File: config.mk
export PLATFORM = sky130hd
export DESIGN_NAME = gcl_cell
export DESIGN_NICKNAME = d
export VERILOG_FILES = /design/src/rtl/core/gcl_pkg.sv /design/src/rtl/core/gcl_cell.sv
export SDC_FILE = /design/constraint.sdc
export NUM_CORES = 1
export LEC_CHECK = 0
export BUFFER_PORTS_ARGS = -buffer_cell sky130_fd_sc_hd__buf_2
export CORE_MARGIN = 5
export CORE_UTILIZATION = 30
export CTS_CLUSTER_SIZE = 12
export DETAILED_ROUTE_END_ITERATION = 7
export HOLD_SLACK_MARGIN = 0.12
export PLACE_DENSITY = 0.65
export SETUP_SLACK_MARGIN = 0.1
export SLEW_MARGIN = 20
export SYNTH_ARGS = -nofsm -noshare
export SYNTH_HDL_FRONTEND = slang
export SYNTH_SLANG_ARGS = --single-unit
File: constraint.sdc
create_clock -name clk -period 2.8 [get_ports clk]
set_input_delay 0.56 -clock clk [delete_from_list [all_inputs] [get_ports clk]]
set_output_delay 0.56 -clock clk [all_outputs]
set_load 0.005 [all_outputs]
File: src/rtl/core/gcl_pkg.sv
package gcl_pkg;

    // Default sizes of the boundary tables and of the coordinates.
    localparam int MAX_BOUNDARIES_DEF = 64;
    localparam int POS_WIDTH_DEF      = 32;

    // Fixed widths of the command and result fields.
    localparam int OP_W   = 2;
    localparam int SLOT_W = 6;
    localparam int USED_W = 7;
    localparam int CELL_W = 7;

    // Command codes.
    localparam logic [OP_W-1:0] OP_WR_X   = 2'd0;
    localparam logic [OP_W-1:0] OP_WR_Y   = 2'd1;
    localparam logic [OP_W-1:0] OP_LOCATE = 2'd2;

    // Configuration register indexes.
    localparam logic REG_X_USED = 1'b0;
    localparam logic REG_Y_USED = 1'b1;

    // Control part of a command token as it moves down the chain.
    typedef struct packed {
        logic              valid;
        logic [OP_W-1:0]   op;
        logic [SLOT_W-1:0] slot;
        logic              outside;
    } gcl_ctl_t;

endpackage

File: src/rtl/core/gcl_cell.sv
module gcl_cell
    import gcl_pkg::*;
#(
    parameter int POS_WIDTH = POS_WIDTH_DEF,
    parameter int CW        = 7,
    parameter int IDX       = 0
)
(
    input  logic                 clk,
    input  logic                 rst_n,
    input  logic [CW-1:0]        last_x,
    input  logic [CW-1:0]        last_y,
    input  gcl_ctl_t             ctl_in,
    input  logic [POS_WIDTH-1:0] px_in,
    input  logic [POS_WIDTH-1:0] py_in,
    input  logic [CW-1:0]        cx_in,
    input  logic [CW-1:0]        cy_in,
    output gcl_ctl_t             ctl_out,
    output logic [POS_WIDTH-1:0] px_out,
    output logic [POS_WIDTH-1:0] py_out,
    output logic [CW-1:0]        cx_out,
    output logic [CW-1:0]        cy_out
);

    localparam logic [CW-1:0] IDX_C  = CW'(IDX);
    localparam logic [31:0]   IDX_32 = 32'(IDX);

    // Boundary entries held by this cell, in offset-binary form.
    logic [POS_WIDTH-1:0] ex_reg;
    logic [POS_WIDTH-1:0] ey_reg;

    gcl_ctl_t             ctl_reg;
    gcl_ctl_t             ctl_next;
    logic [POS_WIDTH-1:0] px_reg;
    logic [POS_WIDTH-1:0] py_reg;
    logic [CW-1:0]        cx_reg;
    logic [CW-1:0]        cx_next;
    logic [CW-1:0]        cy_reg;
    logic [CW-1:0]        cy_next;

    logic slot_hit;
    logic is_loc;
    logic hit_x;
    logic hit_y;
    logic low_out;
    logic high_out;

    // Decode the token that arrives from the neighbor.
    assign slot_hit = (32'(ctl_in.slot) == IDX_32);
    assign is_loc   = ctl_in.valid && (ctl_in.op == OP_LOCATE);

    // A used entry that does not exceed the coordinate adds one to the count.
    assign hit_x = is_loc && (IDX_C <= last_x) && (ex_reg <= px_in);
    assign hit_y = is_loc && (IDX_C <= last_y) && (ey_reg <= py_in);

    // The first cell checks the lower edge, the last used cell the upper edge.
    assign low_out  = (IDX == 0) && ((px_in < ex_reg) || (py_in < ey_reg));
    assign high_out = ((IDX_C == last_x) && (px_in > ex_reg))
                   || ((IDX_C == last_y) && (py_in > ey_reg));

    always_comb
    begin
        ctl_next         = ctl_in;
        ctl_next.outside = ctl_in.outside || (is_loc && (low_out || high_out));
        cx_next          = cx_in + CW'(hit_x);
        cy_next          = cy_in + CW'(hit_y);
    end

    // Boundary writes land here when the token passes the addressed cell.
    always_ff @(posedge clk)
    begin
        if (ctl_in.valid && slot_hit && (ctl_in.op == OP_WR_X))
        begin
            ex_reg <= px_in;
        end
        if (ctl_in.valid && slot_hit && (ctl_in.op == OP_WR_Y))
        begin
            ey_reg <= py_in;
        end
    end

    // Token control moves one cell per cycle.
    always_ff @(posedge clk or negedge rst_n)
    begin
        if (!rst_n)
        begin
            ctl_reg <= '0;
        end
        else
        begin
            ctl_reg <= ctl_next;
        end
    end

    // Token payload follows along with its control.
    always_ff @(posedge clk)
    begin
        px_reg <= px_in;
        py_reg <= py_in;
        cx_reg <= cx_next;
        cy_reg <= cy_next;
    end

    assign ctl_out = ctl_reg;
    assign px_out  = px_reg;
    assign py_out  = py_reg;
    assign cx_out  = cx_reg;
    assign cy_out  = cy_reg;

endmodule

## Word level (Yosys, flattened, before mapping)

Cells that the tools add are included.

| operators by class | value |
|---|---|
| magnitude comparators | 8 |
| eq/ne operators | 2 |
| reduce and logical (&&, ||, !) cells | 19 |
| add/sub/neg operators | 2 |

Operators with widths:

| cell | count |
|---|---|
| 32-bit greater-than comparator | 2 |
| 32-bit <= comparator | 2 |
| 32-bit < comparator | 2 |
| 7-bit by 1-bit adder with 7-bit output | 2 |
| 1-bit by 7-bit <= comparator with 1-bit output (first input constant) | 2 |
| 7-bit zero test | 2 |
| 1-bit logical AND | 11 |
| 6-bit zero test | 1 |
| 1-bit logical OR | 4 |
| 2-bit by 1-bit == test with 1-bit output (second input constant) | 1 |
| 2-bit == test (second input constant) | 1 |
| 2-bit zero test | 1 |

| storage, ports and cells | value |
|---|---|
| output and inout bits | 88 |
| register bits after elaboration | 152 |
| logic and storage cells | 41 |
| input bits | 104 |

## Depth between registers and ports, before layout

| logic depth | value |
|---|---|
| depth after elaboration | 6 |
| depth in mapped cells | 13 |
| gate-level depth less buffers | 13 |

## Worst setup path before layout

OpenSTA, ideal clock, no wires.

| path | value |
|---|---|
| path type | input to register |
| start point | input port py_in[5] |
| end point | register cy_reg[6], in the netlist cy_out[6] |
| path slack | -0.155 ns |
| stages | 12 |
| buffers on the path | 0 |
| arrival | 2.883 ns |
| required time | 2.728 ns |
| setup time | 0.072 ns |
| path through | ha_1 > a21o_1 > nand3_2 > a211oi_1 > or4b_4 > a2111oi_4 > a21oi_1 > ha_1 > ha_1 > and3_1 > nand3_1 > xnor2_1 |

| on the way | value |
|---|---|
| longest elaborated chain between the ends | 3 |

Ends and longest elaborated chain:

| item | RTL line | text |
|---|---|---|
| start: declaration | gcl_cell.sv:15 | `input logic [POS_WIDTH-1:0] py_in,` |
| 32-bit <= comparator | gcl_cell.sv:54 | `assign hit_y = is_loc && (IDX_C <= last_y) && (ey_reg <= py_in);` |
| 1-bit logical AND | gcl_cell.sv:54 |  |
| 7-bit by 1-bit adder with 7-bit output | gcl_cell.sv:66 | `cy_next = cy_in + CW'(hit_y);` |
| named net cy_next[6] | gcl_cell.sv:39 | `logic [CW-1:0] cy_next;` |
| end signal: assignment | gcl_cell.sv:101 | `cy_reg <= cy_next;` |
| end: declaration | gcl_cell.sv:38 | `logic [CW-1:0] cy_reg;` |

The timed path passes the listed nets, and every way through them passes these cells.
A chain may end at the register's enable or synchronous reset.

## Worst setup path after layout

| path | value |
|---|---|
| start point | register ey_reg[1] |
| end point | register cy_reg[4], in the netlist cy_out[4] |

| on the way | value |
|---|---|
| longest elaborated chain between the ends | 3 |

Ends and longest elaborated chain:

| item | RTL line | text |
|---|---|---|
| start: declaration | gcl_cell.sv:30 | `logic [POS_WIDTH-1:0] ey_reg;` |
| start signal: assignment | gcl_cell.sv:78 | `ey_reg <= py_in;` |
| 32-bit <= comparator | gcl_cell.sv:54 |  |
| 1-bit logical AND | gcl_cell.sv:54 |  |
| 7-bit by 1-bit adder with 7-bit output | gcl_cell.sv:66 |  |
| named net cy_next[4] | gcl_cell.sv:39 |  |

The timed path passes the listed nets, and every way through them passes these cells.

==> results.cfg <==
[setup_path]
worstSetupEndpointType = flop
r2r_slack_ns = 0.04
cp-start-kind = flop
crit_fanout = 2
critical-path-max-stage-delay_ns = 0.54
cp_common_cell = ha_4
worstReg2RegStart = ey_reg[1]
cp_slowest_cell = or4b_4
r2r_end = cy_out[4]
path_class = reg -> reg
cp.required_ns = 3.10
reg2reg_depth = 12
critPathTopFamily = simple AND/OR/NAND/NOR gates
cp_cell_sequence = inv_2 > ha_4 > nor2b_1 > o211ai_1 > a21boi_1 > or4b_4 > a2111oi_4 > a21oi_2 > ha_2 > ha_4 > and3_4 > xor2_1
path_buf_inv = 1
cp_data_arrival_time_ns = 3.06

[global_routing]
grt_remaining_overflow = 0
antenna_found_initial = 0
grt_use_met2 = 0.201
grt_pass1_wl_um = 20600
grt_util_met1 = 0.145
use_met3 = 0.0416
grtUsageTotal = 0.120
busiest_layer = met2
grt_pass1_vias = 4143
grt_max_degree = 33

[power]
leakagePower_nw = 3.73
clkPwrFrac = 0.459
p_total_mw = 5.10
p_seq_frac = 0.469
vdd_drop_max_mv = 0.406
p_sw_mw = 1.06
netSwitchingFraction = 0.207
powerDensity_mw_per_mm2 = 624
power_frac_comb = 0.072
p_int_mw = 4.05

[placed_design]
dp_slack_ns = -0.441
hpwl_um = 9980
portBuffers = 191
gp_congestion = 0.768
dp.cells = 870
dpl_cell_area_mm2 = 0.00744

[detailed_routing]
via_per_inst = 4.34
ant_nets = 0
drt-initial-drc-count = 89
wirelength_um = 12700
first_pass_iters = 4
post_drt_wl_per_cell_um = 13.9
drc = 0
vias = 3951

[yosys]
synth-async-reset-ratio = 0.0658
synth_edf_count = 64
synthCells = 414
synth_area_mm2 = 0.00566
syn_nets = 586
yosys_most_used_dff = dfxtp_1
ys_ff_latch = 152
avgSynthCellArea_um2 = 13.7
seq_area_frac_synth = 0.660
synthDistinctLibCells = 40
yosysWarnings = 0

[cells_and_area]
syn_to_final_growth_pct = 44.6
fin_util = 0.439
register_area_mm2 = 0.00373
multi_input_area_mm2 = 0.00204
final_cell_mix = 191 x buf_2, 78 x dfxtp_1, 64 x edfxtp_1, 56 x inv_1, 45 x ha_1
stdcell_area_mm2 = 0.00818
diodes = 0
layout-drive-gt1-share = 0.457
fill_cells = 1725
final_common_cell = buf_2
final_cells = 910
nNetsFinal = 835

[clock_network]
cts.sinks = 152
cts-htree-levels = 4
root_buffer = clkbuf_16
numCtsBuffers = 17
insertion_delay_ns = 0.41
clock_tree.buffer_depth = 2
clk_pin_slew_ns = 0.06
tritoncts = built

[sta]
setup_tns_ns = 0
whs_ns = 0.269
period_needed_ns = 2.76
finClkSkew_ns = 0.00731
setup_slack_ns = 0.0382
worstMarginPinSlew_ns = 0.446
finalSetupViolCount = 0
max_slew_margin = 0.702
finalHoldViolations = 0
rsz0062_at_grt = true
slew_violations = 0
fmax_ghz = 0.362
period_share = 0.986

[hold_path]
whs_path_depth = 1
min-delay-start = ctl_in[5]
min_path_type = in -> reg
min_to = ctl_out[5]

[floorplanning]
die_x_um = 147
die_area_mm2 = 0.0217
core_mm2 = 0.0186
die_y_um = 147
io_pins = 192
num_rows = 50
start_util = 0.303

[status]
outcome = finished, final reports clean

[flow_run]
maxCapViolCount = 0
## how the worst max path moves through the flow
stage	depth (start not counted)	endpoint	from	slack, ns
after floorplan	11	cy_out[4]	py_in[12]	-0.11
after global placement	12	cy_out[4]	py_in[12]	-0.39
after detailed placement	12	cy_out[4]	py_in[12]	-0.44
after CTS	12	cy_out[4]	ey_reg[1]	-0.02
after global routing	12	cy_out[4]	ey_reg[1]	-0.16
final	12	cy_out[4]	ey_reg[1]	0.04
## per-layer routing
metal / wire (um) / vias to the layer above
met4: 210 / 0
li1: - / 1970
met3: 874 / 15
met2: 6110 / 124
met5: 0 / -
met1: 5490 / 1842
## kinds of logic (layout without fill, tap and decap cells)
kind of cell | Yosys count | in the layout | synth area share
compound gates | 49 | 49 | 0.0593
xor+xnor | 10 | 10 | 0.0155
buf+inv | 64 | 326 | 0.0425
flops | 152 | 152 | 0.660
fa+ha+maj | 68 | 68 | 0.150
simple gates | 71 | 71 | 0.0723
## worst register-to-register path: cells and delay by family (launching register included)
family          cells  cell delay, ns
flops               1            0.38
xor+xnor            1            0.13
buf+inv             1            0.08
simple gates        3            0.81
compound gates      4            0.71
fa+ha+maj           3            0.56
## power groups by stage
stage / registers (mW) / clock network (mW) / logic (mW)
2_1_floorplan: 2.46 / 0 / 0.100
6_report: 2.39 / 2.34 / 0.365
5_1_grt: 2.40 / 2.51 / 0.414
3_5_place_dp: 2.44 / 0 / 0.357
4_1_cts: 2.39 / 2.41 / 0.372
3_3_place_gp: 2.44 / 0 / 0.352
## what timing repair did
item	4_1_cts	5_1_grt
resized for setup	14	5
endpoints found under the hold margin	10	0
pin swaps	21	7
buffers inserted	5	2
endpoints found under the setup margin	10	10
hold buffers	1	0
## cells in the mapped netlist (2+ instances only)
cell type	instances	area share
ha_1	68	0.15
o211ai_1	2	0.0027
and4_1	4	0.0062
a21oi_1	23	0.020
o21ai_0	4	0.0035
dfrtp_1	10	0.044
a221o_1	2	0.0035
edfxtp_1	64	0.34
xor2_1	4	0.0062
nand2_1	13	0.0086
nor2b_1	3	0.0033
nor4_1	5	0.0055
nand3_1	12	0.011
or4_1	3	0.0040
inv_1	64	0.042
and3_1	5	0.0055
nand4_1	12	0.013
a21o_1	5	0.0066
xnor2_1	6	0.0093
nor2_1	6	0.0040
a211oi_1	3	0.0040
dfxtp_1	78	0.28
## layout make-up
type,count,area share
clock buffers,27,0.0693
clock inverters,5,0.00627
inverters,64,0.0294
multi-input cells,198,0.250
flip-flops and latches,152,0.456
well taps,234,0.0358
repair buffers,230,0.153
Power figures use the tool's default switching activity.
